**src/hdl/cot_pkg.sv**
```systemverilog
// ============================================================================
// cot_pkg: shared types and constants for the clock offset tracker
// Widths, register reset values, command and register index codes, and the
// record that carries one transaction from the front stage to the core.
// ============================================================================
package cot_pkg;

    localparam int WORD_W              = 64;
    localparam int ALPHA_W             = 17;
    localparam int THR_W               = 30;
    localparam int CFG_W               = 30;
    localparam int CFG_IDX_W           = 1;
    localparam int ALPHA_FRAC_BITS_DEF = 16;

    localparam logic [ALPHA_W-1:0] ALPHA_RESET = 17'd62259;
    localparam logic [THR_W-1:0]   THR_RESET   = 30'd10000000;

    typedef enum logic {
        CMD_SYNC    = 1'b0,
        CMD_CONVERT = 1'b1
    } cmd_t;

    typedef enum logic [CFG_IDX_W-1:0] {
        CFG_ALPHA     = 1'b0,
        CFG_THRESHOLD = 1'b1
    } cfg_idx_t;

    // One transaction after the measurement stage
    typedef struct packed {
        cmd_t                     command;
        logic                     take;        // sync reply with positive remote stamp
        logic signed [WORD_W-1:0] now_time;
        logic signed [WORD_W-1:0] remote_time;
        logic signed [WORD_W-1:0] meas;        // saturated measured offset
    } stage_t;

endpackage

```
**src/hdl/cot_front.sv**
```systemverilog
// ============================================================================
// cot_front: input register and offset measurement stage
// Captures the accepted transaction, computes (sent + now - 2*remote)/2
// truncated toward zero and saturated to 64 bits, and registers the result.
// ============================================================================
module cot_front (
    input  logic                             clk,
    input  logic                             in_load,
    input  logic                             stage_load,
    input  logic                             command,
    input  logic signed [cot_pkg::WORD_W-1:0] now_time,
    input  logic signed [cot_pkg::WORD_W-1:0] sent_stamp,
    input  logic signed [cot_pkg::WORD_W-1:0] remote_stamp,
    input  logic signed [cot_pkg::WORD_W-1:0] remote_time,
    output cot_pkg::stage_t                  stage
);

    localparam int W = cot_pkg::WORD_W;

    cot_pkg::cmd_t         cmd_reg;
    logic signed [W-1:0]   now_reg;
    logic signed [W-1:0]   sent_reg;
    logic signed [W-1:0]   rstamp_reg;
    logic signed [W-1:0]   rtime_reg;
    cot_pkg::stage_t       stage_reg;
    cot_pkg::stage_t       stage_next;

    logic signed [W+1:0]   sum;
    logic signed [W+1:0]   rounded;
    logic signed [W+1:0]   half;
    logic signed [W-1:0]   meas;

    always_ff @(posedge clk)
    begin
        if (in_load)
        begin
            cmd_reg    <= cot_pkg::cmd_t'(command);
            now_reg    <= now_time;
            sent_reg   <= sent_stamp;
            rstamp_reg <= remote_stamp;
            rtime_reg  <= remote_time;
        end
    end

    always_comb
    begin
        sum = {{2{sent_reg[W-1]}}, sent_reg} + {{2{now_reg[W-1]}}, now_reg}
            - {rstamp_reg[W-1], rstamp_reg, 1'b0};
        // add one before the shift when negative: rounds toward zero
        rounded = sum + {{(W+1){1'b0}}, sum[W+1]};
        half    = rounded >>> 1;
        if (half[W+1:W-1] == 3'b000 || half[W+1:W-1] == 3'b111)
            meas = half[W-1:0];
        else if (half[W+1])
            meas = {1'b1, {(W-1){1'b0}}};
        else
            meas = {1'b0, {(W-1){1'b1}}};

        stage_next.command     = cmd_reg;
        stage_next.take        = !rstamp_reg[W-1] && (rstamp_reg != '0);
        stage_next.now_time    = now_reg;
        stage_next.remote_time = rtime_reg;
        stage_next.meas        = meas;
    end

    always_ff @(posedge clk)
    begin
        if (stage_load)
            stage_reg <= stage_next;
    end

    assign stage = stage_reg;

endmodule

```
**config.mk**
```make
export PLATFORM = sky130hd
export DESIGN_NAME = cot_front
export DESIGN_NICKNAME = d
export VERILOG_FILES = /design/src/hdl/cot_pkg.sv /design/src/hdl/cot_front.sv
export SDC_FILE = /design/constraint.sdc
export NUM_CORES = 1
export LEC_CHECK = 0
export BUFFER_PORTS_ARGS = -buffer_cell sky130_fd_sc_hd__buf_2
export CAP_MARGIN = 20
export CORE_ASPECT_RATIO = 0.6
export CORE_MARGIN = 4
export CORE_UTILIZATION = 46
export CTS_CLUSTER_DIAMETER = 100
export CTS_CLUSTER_SIZE = 28
export DETAILED_ROUTE_END_ITERATION = 7
export GPL_ROUTABILITY_DRIVEN = 0
export HOLD_SLACK_MARGIN = 0.05
export PLACE_DENSITY_LB_ADDON = 0.25
export RECOVER_POWER = 100
export SETUP_SLACK_MARGIN = 0.4
export SYNTH_ARGS = -nofsm -noshare
export SYNTH_HDL_FRONTEND = slang
export SYNTH_SLANG_ARGS = --single-unit
```
**constraint.sdc**
```tcl
create_clock -name clk -period 10.8 [get_ports clk]
set_clock_uncertainty 0.2 [all_clocks]
set_input_delay 2.7 -clock clk [delete_from_list [all_inputs] [get_ports clk]]
set_output_delay 2.7 -clock clk [all_outputs]
set_load 0.005 [all_outputs]
```
==> results of run 1 <==
==> metal layers <==
layer	part of all wire, %	vias to the layer above	track usage (%)
met5	0.072	-	0
met3	9.3	87	4.84
met4	1.9	6	4.22
li1	-	7498	-
met1	48	7928	36.7
met2	40	802	31.1
==> layout by cell type (no fill, tap or decap), types with 9 or more instances in the layout <==
cell type  count
nand2_1      108
o21ai_1       13
buf_2        282
and4_1        11
a21oi_1      108
clkbuf_1     172
o211ai_1      48
a31oi_1        9
nand2b_1      13
nor2b_1       12
a21o_1        23
xor2_1        45
and2_1        14
fa_1          64
nor4_1        30
a211oi_1      15
edfxtp_1     451
nor3_1        45
nor2_1       101
inv_1        276
or3_1         14
clkbuf_16     20
nand4_1       53
xnor2_1       64
o21a_1        12
nand3_1       23
o21ai_0       52
ha_1          66
==> cells in the mapped netlist, types with 5 or more instances <==
master / instances / area [um^2]
a31oi_1: 6 / 37.5
nand4b_1: 5 / 43.8
a211oi_1: 14 / 105
o211ai_2: 38 / 475
nor2_1: 101 / 379
a21o_1: 24 / 180
buf_6: 10 / 113
xnor2_1: 64 / 561
nand4_1: 53 / 332
o21ai_0: 52 / 260
a31oi_2: 10 / 125
buf_2: 32 / 160
xor2_1: 45 / 394
or3_1: 14 / 87.6
nor2b_1: 12 / 75.1
nor3_1: 44 / 220
nand3_1: 23 / 115
a21oi_1: 108 / 541
edfxtp_1: 451 / 13500
o21ai_1: 13 / 65.1
clkbuf_1: 11 / 41.3
ha_1: 66 / 826
nor4_1: 30 / 188
o211ai_1: 11 / 82.6
nand2b_1: 13 / 81.3
and3_1: 7 / 43.8
or2_2: 5 / 31.3
buf_4: 6 / 45.0
o31ai_1: 5 / 37.5
and2_1: 15 / 93.8
inv_1: 276 / 1040
nand2_1: 108 / 405
fa_1: 64 / 1280
o21a_1: 12 / 90.1
and4_1: 11 / 96.3
==> power by group through the flow <==
stage          Sequential, W  Combinational [W]  Clock, W
2_1_floorplan        0.00240            0.00169         0
5_1_grt              0.00241            0.00263  0.000960
3_3_place_gp         0.00241            0.00244         0
6_report             0.00239            0.00242  0.000867
3_5_place_dp         0.00242            0.00249         0
4_1_cts              0.00238            0.00250  0.000896
==> metrics by stage <==
stage          power [W]  hold slack, ns  setup slack (ns)
2_1_floorplan    0.00409           0.200              4.90
3_3_place_gp     0.00485           0.200              3.90
3_5_place_dp     0.00490           0.205              3.62
4_1_cts          0.00577           0.220              3.59
5_1_grt          0.00600           0.227              1.57
6_report         0.00567           0.215              2.15
==> how the worst max path moves through the flow <==
stage	start	endpoint	slack [ns]	depth (start not counted)
floorplan	now_reg[6]	stage[52]	4.90	23
global placement	rstamp_reg[1]	stage[3]	3.90	22
detailed placement	rstamp_reg[1]	stage[2]	3.62	22
CTS	rstamp_reg[1]	stage[2]	3.59	22
global route	in_load	rtime_reg[19]	1.57	2
finish	in_load	rtime_reg[19]	2.15	2
==> area by class of cell <==
class,count,area share (%)
Clock buffer,20,1.92
Multi-Input combinational cell,1068,30.7
Sequential cell,451,52.0
Antenna cell,7,0.0672
Timing Repair Buffer,461,8.09
Inverter,276,3.98
Tap cell,650,3.12
Clock inverter,3,0.197
==> kinds of logic after synthesis <==
kind of cell    after synthesis  synth area share, %
compound gates              355                 11.2
flops                       451                 58.5
mux                           4                0.195
fa+ha+maj                   130                 9.11
simple gates                470                 10.8
buf+inv                     336                 6.05
xor+xnor                    109                 4.13
==> summary.md, run 1 <==
| Metric | Value |
|---|---|
| Status | finished with violations |
| Failing checks | max-capacitance violations, max-slew violations |
| Finished Layout Cells | 2,936 |
| Inserted Clock Buffers | 20 |
| Syn Std Cell Area | 23,100 um^2 |
| WP data arrival | 8.64 ns |
| Area after DPL | 25,900 um^2 |
| Initial Utilization | 46.7% |
| Crit-path cells | clkbuf_1 -> buf_4 |
| Crit path buf inv count | 2 |
| Drt drc | 0 |
| Clock power share | 15.3% |
| Post-CTS Setup Inserts | 0 |
| Int Power | 0.00346 W |
| Clock transition at path regs | 0.10 ns |
| DR vias/cell | 5.56 |
| Reg2reg end | stage[20] |
| Leakage | 10.2 nW |
| Most used flip-flop cell after synthesis | edfxtp_1 |
| Crit path time final | 8.65 ns |
| Largest net degree at the start of global routing | 120 |
| Register Area | 13,500 um^2 |
| Initial antenna violation count | 10 |
| Startpoint Class | input port |
| Area grow syn2layout | 12.6% |
| CTS H-tree depth | 1 |
| Fillcell total | 4,407 |
| R2r worst-path depth | 22 |
| Vias in the first global route | 15,700 |
| Core ar. | 49,600 um^2 |
| Top fanout value on the critical path | 119 |
| CP Capture Type | flip-flop |
| Worst EP required | 10.80 ns |
| Flop-to-flop setup slack | 3.40 ns |
| Final setup vio count | 0 |
| PortBufs | 453 |
| Synth Instances | 1,855 |
| Drt total wl | 63,500 um |
| CP delay by family, top | buffers and inverters |
| WHS Path Cells | 0 |
| Async SR Flop Fraction | 0% |
| Switching Share | 39.1% |
| Unrepaired setup endpoints after global routing | no |
| Yosys reg bits | 451 |
| Hpwl dp | 50,600 um |
| Hold WC Path Type | reg2reg |
| Worst R2R Start | rstamp_reg[1] |
| Critical path type | in2reg |
| CTS max path bufs | 3 |
| Wirelength per Cell | 21.6 um |
| CTS tree | built |
| ANT nets after route | 0 |
| Final setup TNS | 0 ns |
| First-pass GRT wire length | 94,400 um |
| Max Cap Viol | 3 |
| Max reg flops | 194 |
| NetSw | 0.00222 W |
| Slew @ Worst Pin | 6.57 ns |
| Die height | 182 um |
| Detailed Route Iter0 Violations | 1,952 |
| Fmax | 116 MHz |
| Drt pass-1 iters | 6 |
| Hold buffers post-CTS | 0 |
| CP peak stage delay | 4.48 ns |
| Design area | 26,100 um^2 |
| Die Width | 298 um |
| Power per cell area | 218 nW/um^2 |
| Cells after DPL | 2,906 |
| Crit-path slowest cell | clkbuf_1 |
| Combinational share of power | 42.7% |
| EDFF count, synth | 451 |
| Syn Nets | 2,245 |
| CTS Sinks | 451 |
| Peak VDD IR | 0.125 mV |
| Clk Latency, worst-skew pair | 0.58 ns |
| Yosys warns | 0 |
| Hold Fails Final Rpt | 0 |
| Layout cells sized above 1 | 15.5% |
| Worst slew margin | -338% |
| Sequential Power Share | 42.1% |
| Area occupied by multi-input gates | 7990 um^2 |
| CTS resizes | 0 |
| Clk root buf | clkbuf_16 |
| Die area | 54,100 um^2 |
| Via count | 16,300 |
| Nets | 2,668 |
| Hold path endpoint | stage[115] |
| Final Max Slew Viols | 239 |
| Period Utilization, post-route | 80.1% |
| Global route total overflow | 0 |
| Yosys cell types | 87 |
| Syn avg cell area | 12.5 um^2 |
| I/O pin count | 454 |
| Final Core Density | 52.6% |
| Worst hold start | rtime_reg[51] |
| Total track usage | 22.6% |
| Sequential share of the synthesized area | 58.5% |
| FP Rows | 63 |
No activity file was read; power rests on OpenSTA's default activity.
==> inputs of run 2 (changes only) <==
clock period = 7.4 ns   (was 10.8 ns; I/O delays follow)
==> summary.md, run 2 (same netlist as run 1, synthesis figures left out) <==
| Metric | Value |
|---|---|
| Status | finished with violations (unchanged) |
| Failing checks | max-capacitance violations, max-slew violations (unchanged) |
| Hold WC Path Type | reg2reg (unchanged) |
| Global route total overflow | 0 (unchanged) |
| Unrepaired setup endpoints after global routing | no (unchanged) |
| Slew @ Worst Pin | 5.53 ns (was 6.57 ns) |
| ANT nets after route | 0 (unchanged) |
| Leakage | 10.3 nW (was 10.2 nW) |
| Int Power | 0.00515 W (was 0.00346 W) |
| Clk root buf | clkbuf_16 (unchanged) |
| Worst slew margin | -269% (was -338%) |
| Initial antenna violation count | 6 (was 10) |
| Core ar. | 49,600 um^2 (unchanged) |
| Peak VDD IR | 0.183 mV (was 0.125 mV) |
| Nets | 2,678 (was 2,668) |
| Clock power share | 15.0% (was 15.3%) |
| PortBufs | 453 (unchanged) |
| Crit path time final | 6.84 ns |
| Top fanout value on the critical path | 14 (was 119) |
| Inserted Clock Buffers | 20 (unchanged) |
| Wirelength per Cell | 21.6 um (about the same) |
| CTS Sinks | 451 (unchanged) |
| Startpoint Class | flip-flop (was input port) |
| Detailed Route Iter0 Violations | 1,808 (was 1,952) |
| Initial Utilization | 46.7% (unchanged) |
| Switching Share | 38.8% (was 39.1%) |
| DP Worst Slack | 0.597 ns (was 3.62 ns) |
| Final setup TNS | 0 ns (unchanged) |
| CTS H-tree depth | 1 (unchanged) |
| DR vias/cell | 5.54 (was 5.56) |
| Final Max Slew Viols | 300 (was 239) |
| Fmax | 146 MHz |
| Final setup vio count | 0 (unchanged) |
| Setup slack after layout | 0.555 ns (was 2.15 ns) |
| Area grow syn2layout | 13.3% (was 12.6%) |
| FP Rows | 63 (unchanged) |
| Drt pass-1 iters | 8 (was 6) |
| Commonest non-fill, non-tap cells in the layout | edfxtp_1 (451), inv_1 (276), buf_2 (274) (was edfxtp_1 (451), buf_2 (282), inv_1 (276)) |
| Total track usage | 22.8% (was 22.6%) |
| Vias in the first global route | 15,800 (was 15,700) |
| NetSw | 0.00326 W (was 0.00222 W) |
| Hpwl dp | 50,700 um (was 50,600 um) |
| Fillcell total | 4,404 (was 4,407) |
| Die Width | 298 um (unchanged) |
| Max reg flops | 194 (unchanged) |
| Period Utilization, post-route | 92.5% |
| Clk Latency, worst-skew pair | 0.58 ns (about the same) |
| WP data arrival | 7.04 ns (was 8.64 ns) |
| First-pass GRT wire length | 95,500 um (was 94,400 um) |
| Clock transition at path regs | 0.10 ns (about the same) |
| CTS tree | built (unchanged) |
| Die area | 54,100 um^2 (unchanged) |
| CP Capture Type | flip-flop (unchanged) |
| Hold buffers post-CTS | 0 (unchanged) |
| Commonest non-fill, non-tap cell in the layout | edfxtp_1 (unchanged) |
| Hold Fails Final Rpt | 0 (unchanged) |
| Via count | 16,300 (about the same) |
| Largest net degree at the start of global routing | 157 (was 120) |
| Die height | 182 um (unchanged) |
| Power per cell area | 321 nW/um^2 (was 218 nW/um^2) |
| Layout cells sized above 1 | 15.7% (was 15.5%) |
| I/O pin count | 454 (unchanged) |
| Max Cap Viol | 3 (unchanged) |
| Worst EP required | 7.59 ns (was 10.80 ns) |
| Critical path type | reg2reg (was in2reg) |
| Combinational share of power | 43.6% (was 42.7%) |
| Drt drc | 0 (unchanged) |
| Sequential Power Share | 41.4% (was 42.1%) |
| Drt total wl | 63,500 um (about the same) |
| CTS max path bufs | 3 (unchanged) |
run 2: cell count changes in the layout (fill, tap and decap cells not counted), moves of 2 or more:
cell | previous run | this run
buf_4 | 7 | 10
buf_1 | 0 | 2
diode_2 | 7 | 4
o211ai_2 | 1 | 6
clkbuf_1 | 172 | 178
o211ai_1 | 48 | 43
buf_12 | 0 | 6
buf_2 | 282 | 274
run 2: layout make-up:
cell class | count | area, um^2 | area share, %
inverters | 276 | 1040 | 3.95
repair buffers | 471 | 2250 | 8.58
diodes | 4 | 10.0 | 0.0382
multi-input cells | 1068 | 8020 | 30.6
clock buffers | 20 | 500 | 1.91
clock inverters | 2 | 46.3 | 0.177
flip-flops and latches | 451 | 13500 | 51.7
well taps | 650 | 813 | 3.10
run 2: timing repair:
action / in CTS / in global routing
setup endpoints to repair: 0 / 63
gates resized for setup: 0 / 4
setup buffers: 0 / 3
run 2: stage by stage:
stage | cell area [um^2] | total power [W] | hold slack [ns] | instances | utilization (%)
floorplan | 23100 | 0.00597 | 0.200 | 1855 | -
global placement | 26100 | 0.00717 | 0.200 | 2913 | 52.6
detailed placement | 26100 | 0.00725 | 0.205 | 2913 | 52.6
CTS | 26600 | 0.00852 | 0.229 | 2935 | 53.7
global route | 26200 | 0.00890 | 0.234 | 2942 | 52.9
finish | 26200 | 0.00841 | 0.227 | 2942 | 52.9
run 2: metal layers:
metal	track usage (%)	routed length [um]
met1	37.1	30600
met2	31.2	25500
met3	5.21	6300
met4	3.70	1080
met5	0	22
run 2: power by group through the flow:
stage	clock (W)	combinational, W	sequential [W]
floorplan	0	0.00246	0.00350
global placement	0	0.00365	0.00353
detailed placement	0	0.00372	0.00353
CTS	0.00131	0.00374	0.00347
global route	0.00141	0.00398	0.00352
finish	0.00126	0.00367	0.00348
run 2: final timing paths:
check	startpoint	end	slack [ns]	depth (start not counted)
max reg2reg	rstamp_reg[1]	stage[48]	0.56	17
max	rstamp_reg[1]	stage[48]	0.56	17
min reg2reg	rtime_reg[8]	stage[72]	0.23	0
min	rtime_reg[8]	stage[72]	0.23	0
run 2: critical path: stages (launching register included):
cell and delay [ns]:
edfxtp_1 0.54, fa_1 0.53, inv_1 0.04, ha_1 0.33
nor2b_1 0.18, o2111ai_1 0.67, a21oi_1 0.37, a221o_1 0.37
a211oi_1 0.73, nand4_1 0.40, nor3_1 0.43, nand4_1 0.37
nor4_1 0.64, a211o_1 0.22, mux2i_1 0.11, buf_12 0.17
buf_12 0.14, o211ai_1 0.20
